**src/ptt_pkg.sv**
```systemverilog
// Shared types, constants and helpers for the properties text tokenizer.
// Used by every module of the block; depends on nothing else.
package ptt_pkg;

    localparam int POS_WIDTH  = 32;
    localparam int CHAR_WIDTH = 16;
    localparam int REC_MAX    = 4;
    localparam int REC_CNT_W  = $clog2(REC_MAX + 1);

    typedef logic [POS_WIDTH-1:0]  t_pos;
    typedef logic [CHAR_WIDTH-1:0] t_char;

    // Part kinds carried in each record.
    localparam logic [2:0] KIND_BLANKS  = 3'd0;
    localparam logic [2:0] KIND_KEY     = 3'd1;
    localparam logic [2:0] KIND_SEP     = 3'd2;
    localparam logic [2:0] KIND_VALUE   = 3'd3;
    localparam logic [2:0] KIND_COMMENT = 3'd4;

    // Parse modes of the scanner.
    localparam logic [2:0] MODE_LEAD    = 3'd0;
    localparam logic [2:0] MODE_COMMENT = 3'd1;
    localparam logic [2:0] MODE_KEY     = 3'd2;
    localparam logic [2:0] MODE_GAP_KEY = 3'd3;
    localparam logic [2:0] MODE_GAP_SEP = 3'd4;
    localparam logic [2:0] MODE_VALUE   = 3'd5;

    // Character codes that steer the parse.
    localparam t_char CH_TAB   = CHAR_WIDTH'(8'h09);
    localparam t_char CH_LF    = CHAR_WIDTH'(8'h0A);
    localparam t_char CH_FF    = CHAR_WIDTH'(8'h0C);
    localparam t_char CH_CR    = CHAR_WIDTH'(8'h0D);
    localparam t_char CH_SPACE = CHAR_WIDTH'(8'h20);
    localparam t_char CH_BANG  = CHAR_WIDTH'(8'h21);
    localparam t_char CH_HASH  = CHAR_WIDTH'(8'h23);
    localparam t_char CH_COLON = CHAR_WIDTH'(8'h3A);
    localparam t_char CH_EQUAL = CHAR_WIDTH'(8'h3D);
    localparam t_char CH_BSL   = CHAR_WIDTH'(8'h5C);

    typedef struct packed {
        logic [15:0] char_code;
        logic        final_char;
    } t_in_item;

    typedef struct packed {
        logic [2:0]  part_kind;
        logic [31:0] part_start;
        logic [31:0] part_length;
        logic        run_end;
    } t_out_item;

    // Records caused by one character, packed from slot zero upward.
    typedef struct packed {
        t_out_item [REC_MAX-1:0] recs;
        logic [REC_CNT_W-1:0]    count;
    } t_rec_batch;

    function automatic t_out_item mk_rec(logic [2:0] kind, t_pos start, t_pos len);
        t_out_item r;
        r.part_kind   = kind;
        r.part_start  = 32'(start);
        r.part_length = 32'(len);
        r.run_end     = 1'b0;
        return r;
    endfunction

endpackage

```
**src/properties_text_tokenizer_unit.sv**
```systemverilog
// Top level of the properties text tokenizer: input register, scanner and
// result register. Depends on ptt_pkg, ptt_in_reg, ptt_scan and ptt_rec_queue.
//
//   channel | direction | handshake              | payload
//   --------+-----------+------------------------+------------------------------
//   in      | sink      | i_in_valid / o_in_stall | i_in_item (one character)
//   out     | source    | o_out_valid / i_out_stall | o_out_item (one part record)
//
// A character item is held in the input register; the scanner then hands its
// records to the result register, which presents them on the output in slot
// order. The result register gives out one record per cycle while the output
// is not stalled, and the next character leaves the input register once the
// last record of the previous one is being taken or none is left.
// Reset is synchronous and active low; it clears valids and the parse state.
// A stall on the output holds the result register and, through it, the input.
module properties_text_tokenizer_unit (
    input  logic               i_clk,
    input  logic               i_rst_n,
    input  logic               i_in_valid,
    output logic               o_in_stall,
    input  ptt_pkg::t_in_item  i_in_item,
    output logic               o_out_valid,
    input  logic               i_out_stall,
    output ptt_pkg::t_out_item o_out_item
);

    logic                in_valid;
    ptt_pkg::t_in_item   in_item;
    ptt_pkg::t_rec_batch batch;
    logic                q_free;
    logic                advance;

    // The held character moves on as soon as the result register will be
    // empty at the next edge; characters that yield no record move on too.
    assign advance = in_valid && q_free;

    ptt_in_reg u_in_reg (
        .i_clk   (i_clk),
        .i_rst_n (i_rst_n),
        .i_valid (i_in_valid),
        .i_item  (i_in_item),
        .o_stall (o_in_stall),
        .i_take  (advance),
        .o_valid (in_valid),
        .o_item  (in_item)
    );

    // Parse state and position advance only when the character is taken.
    ptt_scan u_scan (
        .i_clk     (i_clk),
        .i_rst_n   (i_rst_n),
        .i_advance (advance),
        .i_item    (in_item),
        .o_batch   (batch)
    );

    ptt_rec_queue u_rec_queue (
        .i_clk   (i_clk),
        .i_rst_n (i_rst_n),
        .i_load  (advance),
        .i_batch (batch),
        .o_free  (q_free),
        .o_valid (o_out_valid),
        .i_stall (i_out_stall),
        .o_item  (o_out_item)
    );

endmodule

```
**src/ptt_in_reg.sv**
```systemverilog
// Input register of the properties text tokenizer.
// Holds one character item until the scanner takes it; uses ptt_pkg.
module ptt_in_reg (
    input  logic              i_clk,
    input  logic              i_rst_n,
    input  logic              i_valid,
    input  ptt_pkg::t_in_item i_item,
    output logic              o_stall,
    input  logic              i_take,
    output logic              o_valid,
    output ptt_pkg::t_in_item o_item
);

    logic              r_valid;
    ptt_pkg::t_in_item r_item;

    assign o_stall = r_valid && !i_take;
    assign o_valid = r_valid;
    assign o_item  = r_item;

    always_ff @(posedge i_clk) begin
        if (!i_rst_n) begin
            r_valid <= 1'b0;
        end else if (!o_stall) begin
            r_valid <= i_valid;
        end
    end

    always_ff @(posedge i_clk) begin
        if (!o_stall) begin
            r_item <= i_item;
        end
    end

endmodule

```
**src/ptt_scan.sv**
```systemverilog
// Parse state and record builder of the properties text tokenizer.
// Turns one character into up to four part records; uses ptt_pkg.
module ptt_scan (
    input  logic                i_clk,
    input  logic                i_rst_n,
    input  logic                i_advance,
    input  ptt_pkg::t_in_item   i_item,
    output ptt_pkg::t_rec_batch o_batch
);

    logic [2:0]    r_mode, n_mode;
    logic          r_esc, n_esc;
    ptt_pkg::t_pos r_pos, n_pos;
    ptt_pkg::t_pos r_pb, n_pb;

    ptt_pkg::t_char c;
    ptt_pkg::t_pos  nx;
    logic is_b, is_nl, is_sep, is_cm, is_bs, last;

    // Candidate records in emission order.
    logic [2:0]    main_kind, fl_kind;
    ptt_pkg::t_pos main_start;
    logic          e_bl, e_main, e_sep, e_fl, e_fv;
    logic [2:0]    m_mode;
    logic          m_esc;
    ptt_pkg::t_pos m_pb;

    ptt_pkg::t_out_item [4:0] cand;
    logic [4:0]               cand_v;

    always_comb begin
        c      = i_item.char_code[ptt_pkg::CHAR_WIDTH-1:0];
        last   = i_item.final_char;
        nx     = r_pos + ptt_pkg::POS_WIDTH'(1);
        is_nl  = (c == ptt_pkg::CH_LF) || (c == ptt_pkg::CH_CR);
        is_b   = c inside {ptt_pkg::CH_SPACE, ptt_pkg::CH_TAB, ptt_pkg::CH_FF,
                           ptt_pkg::CH_LF, ptt_pkg::CH_CR};
        is_sep = (c == ptt_pkg::CH_EQUAL) || (c == ptt_pkg::CH_COLON);
        is_cm  = (c == ptt_pkg::CH_HASH) || (c == ptt_pkg::CH_BANG);
        is_bs  = (c == ptt_pkg::CH_BSL);

        m_mode     = r_mode;
        m_esc      = r_esc;
        m_pb       = r_pb;
        e_bl       = 1'b0;
        e_main     = 1'b0;
        e_sep      = 1'b0;
        main_kind  = ptt_pkg::KIND_KEY;
        main_start = r_pb;

        case (r_mode)
            ptt_pkg::MODE_LEAD: begin
                if (!is_b) begin
                    e_bl = (r_pos != r_pb);
                    m_pb = r_pos;
                    if (is_cm) begin
                        m_mode = ptt_pkg::MODE_COMMENT;
                    end else if (is_sep) begin
                        // Empty key directly followed by its separator.
                        e_main     = 1'b1;
                        main_start = r_pos;
                        e_sep      = 1'b1;
                        m_esc      = 1'b0;
                        m_mode     = ptt_pkg::MODE_GAP_SEP;
                        m_pb       = nx;
                    end else begin
                        m_mode = ptt_pkg::MODE_KEY;
                        m_esc  = is_bs;
                    end
                end
            end
            ptt_pkg::MODE_COMMENT: begin
                if (is_nl) begin
                    e_main    = 1'b1;
                    main_kind = ptt_pkg::KIND_COMMENT;
                    m_mode    = ptt_pkg::MODE_LEAD;
                    m_pb      = r_pos;
                end
            end
            ptt_pkg::MODE_KEY: begin
                if (!r_esc && (is_sep || is_b)) begin
                    e_main = 1'b1;
                    if (is_b) begin
                        m_mode = ptt_pkg::MODE_GAP_KEY;
                        m_pb   = r_pos;
                    end else begin
                        e_sep  = 1'b1;
                        m_mode = ptt_pkg::MODE_GAP_SEP;
                        m_pb   = nx;
                    end
                end else begin
                    m_esc = is_bs && !r_esc;
                end
            end
            ptt_pkg::MODE_GAP_KEY: begin
                if (!is_b) begin
                    e_bl = (r_pos != r_pb);
                    if (is_sep) begin
                        e_sep  = 1'b1;
                        m_mode = ptt_pkg::MODE_GAP_SEP;
                        m_pb   = nx;
                    end else begin
                        m_mode = ptt_pkg::MODE_VALUE;
                        m_pb   = r_pos;
                        m_esc  = is_bs;
                    end
                end
            end
            ptt_pkg::MODE_GAP_SEP: begin
                if (!is_b) begin
                    e_bl   = (r_pos != r_pb);
                    m_mode = ptt_pkg::MODE_VALUE;
                    m_pb   = r_pos;
                    m_esc  = is_bs;
                end
            end
            default: begin
                if (!r_esc && is_nl) begin
                    e_main    = 1'b1;
                    main_kind = ptt_pkg::KIND_VALUE;
                    m_mode    = ptt_pkg::MODE_LEAD;
                    m_pb      = r_pos;
                end else begin
                    m_esc = is_bs && !r_esc;
                end
            end
        endcase

        // Flush of open parts after the final character.
        e_fl    = 1'b0;
        e_fv    = 1'b0;
        fl_kind = ptt_pkg::KIND_BLANKS;
        if (last) begin
            case (m_mode)
                ptt_pkg::MODE_LEAD: begin
                    e_fl = (nx != m_pb);
                end
                ptt_pkg::MODE_COMMENT: begin
                    e_fl    = 1'b1;
                    fl_kind = ptt_pkg::KIND_COMMENT;
                end
                ptt_pkg::MODE_KEY: begin
                    e_fl    = 1'b1;
                    fl_kind = ptt_pkg::KIND_KEY;
                    e_fv    = 1'b1;
                end
                ptt_pkg::MODE_GAP_KEY, ptt_pkg::MODE_GAP_SEP: begin
                    e_fl = (nx != m_pb);
                    e_fv = 1'b1;
                end
                default: begin
                    e_fl    = 1'b1;
                    fl_kind = ptt_pkg::KIND_VALUE;
                end
            endcase
        end

        cand[0] = ptt_pkg::mk_rec(ptt_pkg::KIND_BLANKS, r_pb, r_pos - r_pb);
        cand[1] = ptt_pkg::mk_rec(main_kind, main_start, r_pos - main_start);
        cand[2] = ptt_pkg::mk_rec(ptt_pkg::KIND_SEP, r_pos, ptt_pkg::POS_WIDTH'(1));
        cand[3] = ptt_pkg::mk_rec(fl_kind, m_pb, nx - m_pb);
        cand[4] = ptt_pkg::mk_rec(ptt_pkg::KIND_VALUE, nx, '0);
        cand_v  = {e_fv, e_fl, e_sep, e_main, e_bl};

        if (last) begin
            n_mode = ptt_pkg::MODE_LEAD;
            n_esc  = 1'b0;
            n_pos  = '0;
            n_pb   = '0;
        end else begin
            n_mode = m_mode;
            n_esc  = m_esc;
            n_pos  = nx;
            n_pb   = m_pb;
        end
    end

    // Pack the chosen candidates into consecutive slots and mark the last one.
    always_comb begin
        logic [ptt_pkg::REC_CNT_W-1:0] idx;
        idx            = '0;
        o_batch.recs   = '0;
        for (int i = 0; i < 5; i++) begin
            if (cand_v[i] && (idx < ptt_pkg::REC_CNT_W'(ptt_pkg::REC_MAX))) begin
                o_batch.recs[idx[$clog2(ptt_pkg::REC_MAX)-1:0]] = cand[i];
                idx = idx + ptt_pkg::REC_CNT_W'(1);
            end
        end
        for (int j = 0; j < ptt_pkg::REC_MAX; j++) begin
            o_batch.recs[j].run_end =
                (ptt_pkg::REC_CNT_W'(j) + ptt_pkg::REC_CNT_W'(1) == idx);
        end
        o_batch.count = idx;
    end

    always_ff @(posedge i_clk) begin
        if (!i_rst_n) begin
            r_mode <= ptt_pkg::MODE_LEAD;
            r_esc  <= 1'b0;
            r_pos  <= '0;
            r_pb   <= '0;
        end else if (i_advance) begin
            r_mode <= n_mode;
            r_esc  <= n_esc;
            r_pos  <= n_pos;
            r_pb   <= n_pb;
        end
    end

endmodule

```
**src/ptt_rec_queue.sv**
```systemverilog
// Result register of the properties text tokenizer: holds the records of
// one character and hands them out one per item; uses ptt_pkg.
module ptt_rec_queue (
    input  logic                i_clk,
    input  logic                i_rst_n,
    input  logic                i_load,
    input  ptt_pkg::t_rec_batch i_batch,
    output logic                o_free,
    output logic                o_valid,
    input  logic                i_stall,
    output ptt_pkg::t_out_item  o_item
);

    ptt_pkg::t_out_item [ptt_pkg::REC_MAX-1:0] r_recs, n_recs;
    logic [ptt_pkg::REC_CNT_W-1:0]              r_cnt, n_cnt;

    assign o_valid = (r_cnt != '0);
    assign o_item  = r_recs[0];
    assign o_free  = (r_cnt == '0) ||
                     ((r_cnt == ptt_pkg::REC_CNT_W'(1)) && !i_stall);

    always_comb begin
        n_recs = r_recs;
        n_cnt  = r_cnt;
        if (i_load) begin
            n_recs = i_batch.recs;
            n_cnt  = i_batch.count;
        end else if (o_valid && !i_stall) begin
            for (int j = 0; j < ptt_pkg::REC_MAX - 1; j++) begin
                n_recs[j] = r_recs[j+1];
            end
            n_cnt = r_cnt - ptt_pkg::REC_CNT_W'(1);
        end
    end

    always_ff @(posedge i_clk) begin
        if (!i_rst_n) begin
            r_cnt <= '0;
        end else begin
            r_cnt <= n_cnt;
        end
    end

    always_ff @(posedge i_clk) begin
        r_recs <= n_recs;
    end

endmodule
```
**config.mk**
```make
export PLATFORM = sky130hd
export DESIGN_NAME = properties_text_tokenizer_unit
export DESIGN_NICKNAME = d
export VERILOG_FILES = /design/src/ptt_pkg.sv /design/src/properties_text_tokenizer_unit.sv /design/src/ptt_in_reg.sv /design/src/ptt_scan.sv /design/src/ptt_rec_queue.sv
export SDC_FILE = /design/constraint.sdc
export NUM_CORES = 1
export LEC_CHECK = 0
export BUFFER_PORTS_ARGS = -buffer_cell sky130_fd_sc_hd__buf_4
export CORE_MARGIN = 2
export CORE_UTILIZATION = 45
export CTS_CLUSTER_DIAMETER = 50
export DETAILED_ROUTE_END_ITERATION = 8
export GPL_TIMING_DRIVEN = 1
export SETUP_SLACK_MARGIN = 0.2
export SLEW_MARGIN = 20
export SYNTH_ARGS = -nofsm -noshare
export SYNTH_HDL_FRONTEND = slang
export SYNTH_SLANG_ARGS = --single-unit
```
**constraint.sdc**
```tcl
create_clock -name i_clk -period 7.9 [get_ports i_clk]
set_input_delay 0.395 -clock i_clk [delete_from_list [all_inputs] [get_ports i_clk]]
set_output_delay 0.395 -clock i_clk [all_outputs]
set_load 0.03 [all_outputs]
```
==> results.toml <==
[timing]
rsz0062_at_grt = "false"
max_slew.worst_pin.slew_ns = 1.21
min_period_ns = 7.40
holdWs_ns = 0.275
slew_viol_final = 0
slew_headroom_pct = 19.2
fmax_mhz = 135
final-hold-violation-count = 0
setup_viol = 0
fin_crit_sh_pct = 93.7
fin_skew_ns = 0.0566

[logic_synthesis]
synthCells = 3183
async_reset_ff_share_pct = 0
synth_area_leaders = "edfxtp_1, o21ai_0, dfxtp_1, ha_1, a21oi_1"
synth_ff_type = "edfxtp_1"
synth_seq_cells = 361
synth-seq-area-share_pct = 37.6
synth_cell_types = 85
yosysTopAreaCell = "edfxtp_1"
synth_area_um2 = 26900
synth_edf_count = 289
yosysWarnings = 0
synth_nets = 3316
synth_area_per_cell_um2 = 8.46
netlist.area_leader.share_pct = 32.2

[routing]
route.vias.total = 27300
drtPass1Iterations = 9
ant_nets = 0
routed_wl_um = 125000
drc = 2
wl_per_cell_um = 30.9
drtIter0Drc = 3239
viasPerCell = 6.76

[floorplanning]
initial_core_util_pct = 45.5
die_area_um2 = 61800
core_area_um2 = 59100
io_pins = 91
die_y_um = 249
num_rows = 89
fp.dieW_um = 249

[outcome]
violations = "design-rule violations"
outcome = "complete, but fails checks"

[global_routing]
track_usage_pct = 39.2
grt_pass1_wl_um = 179000
antenna_found_initial = 6
first_global_vias = 26000
gr-total-overflow = 0
grt_max_degree = 113

[finish]
utilization_pct = 52.4
diodes = 0
area_growth_pct = 15.0
drive_gt1_share_pct = 13.2
final_cell_mix = "nand2_1, o21ai_0, edfxtp_1, buf_4, a21oi_1"
final_common_cell = "nand2_1"
fillCellCount = 5589
nets = 3361

[worst_setup_path]
ff2ff_path_depth = 25
reg2reg_slack_ns = 0.50
r2r-end = "u_rec_queue.o_item[2]"
r2r_start = "u_in_reg.o_item[1]"
cp.required_ns = 8.42
critPathCaptureType = "register"
critPathKind = "reg -> reg"
start_kind = "register"
critPathMaxFanout = 16
cp-startpoint = "u_in_reg.o_item[1]"
cp.arrival_ns = 7.92

[run]
cap_viol_max_count = 0

[min_path]
worstHoldStart = "i_out_stall"
min_to = "u_rec_queue.r_cnt[2]"
min_path_type = "in -> reg"
min_path_cells = 5

[power]
p_leak_uw = 0.0118
irDropWorstVdd_mv = 0.345
p_per_area_nw_per_um2 = 291

[clock_tree]
cts.htree.levels = 2
cts_num_sinks = 361
clockRootBuffer = "clkbuf_16"
path_clk_slew_ns = 0.06
clock_path_buffers = 3
tritoncts = "yes"
clkLatencyLatePin_ns = 0.68
cts_buffers = 57

[placement]
io_buffers = 90
dp_hpwl_um = 87300
gp_congestion = 1.00
worst max-delay path by stage:
| stage | to | depth (start not counted) |
|---|---|---|
| 4_1_cts | u_rec_queue.r_recs[95] | 22 |
| 6_report | u_rec_queue.o_item[2] | 25 |
| 5_1_grt | u_rec_queue.o_item[2] | 25 |
| 2_1_floorplan | u_rec_queue.o_item[15] | 27 |
| 3_3_place_gp | u_rec_queue.r_recs[96] | 24 |
| 3_5_place_dp | u_rec_queue.r_recs[95] | 22 |
stage by stage:
step           total power [uW]  cell area, um^2  setup slack, ns  TNS (ns)  cells
2_1_floorplan              5330            26900             1.35         0   3183
3_3_place_gp               6280            28700          -0.0891     -2.36   3921
3_5_place_dp               6320            28700           -0.179     -4.70   3921
4_1_cts                    8970            30900            0.258         0   4044
5_1_grt                    9340            31000            0.243         0   4047
6_report                   9020            31000            0.496         0   4047
worst max-delay path: stages, from the launching register on:
cell,delay (ns)
edfxtp_1,0.52
xor2_1,0.22
a31oi_1,0.52
o22ai_2,0.18
buf_4,0.30
a211oi_1,1.00
a211oi_1,0.11
o22ai_1,0.17
a21oi_1,0.09
ha_1,0.38
nand4_1,0.26
nor3_2,0.36
nand2_1,0.08
or4_1,0.63
nor4_1,0.30
or2_2,0.18
a21oi_1,0.12
o21ai_0,0.29
inv_1,0.12
ha_1,0.23
nand2_1,0.11
buf_4,0.23
nand2_1,0.09
buf_4,0.26
o21ai_0,0.31
buf_4,0.21
cell families after synthesis:
group	count (synthesis)	share of synthesized area [%]
AOI/OAI and AO/OA	1178	28.2
adders and majority gates	112	5.29
and+or+nand+nor	965	17.0
xor gates and xnor gates	117	3.81
buffers and inverters	417	6.87
muxes	33	1.24
DFF	361	37.6
state kept, by name, indices dropped and copies added (netlist names):
| register | count |
|---|---|
| u_scan.r_esc | 1 |
| u_rec_queue.r_cnt | 3 |
| u_in_reg.o_valid | 1 |
| u_in_reg.o_item | 17 |
| u_scan.r_pb | 32 |
| u_scan.r_pos | 32 |
| u_scan.r_mode | 3 |
| u_rec_queue.o_item | 68 |
| u_rec_queue.r_recs | 204 |
routing by layer:
metal	global-route usage, %	up-vias	share of wire [%]
met2	60.9	1741	44
met4	29.2	6	8.6
met1	48.8	13200	38
met3	7.25	456	9.4
li1	-	11900	-
met5	0	-	0.037
final cells by class:
cell class / count / area, um^2 / share of cell area [%]
Clock inverter: 42 / 542 / 1.75
Inverter: 105 / 399 / 1.29
Sequential cell: 361 / 10100 / 32.7
Multi-Input combinational cell: 2405 / 15100 / 48.7
Tap cell: 773 / 967 / 3.12
Clock buffer: 63 / 1450 / 4.68
Timing Repair Buffer: 298 / 2390 / 7.74
timing repair:
| action | CTS | global route |
|---|---|---|
| pin swaps | 0 | 2 |
| setup buffers | 0 | 3 |
| hold buffers | 18 | 0 |
| setup endpoints to repair | 166 | 207 |
| hold endpoints to repair | 18 | 0 |
| resized for setup | 1 | 8 |
power breakdown:
part / switching, uW / total, uW / internal [uW]
clock: 1100 / 2660 / 1560
sequential: 231 / 3260 / 3030
combinational: 2200 / 3100 / 896
synth_stat cells, types with 71 or more instances:
| cell | n |
|---|---|
| xnor2_1 | 76 |
| nor3_1 | 85 |
| buf_4 | 71 |
| nor2_1 | 237 |
| a21oi_1 | 252 |
| dfxtp_1 | 72 |
| edfxtp_1 | 289 |
| o21ai_0 | 310 |
| inv_1 | 103 |
| ha_1 | 109 |
| clkbuf_1 | 223 |
| nand2_1 | 318 |
Power figures use the tool's default switching activity.
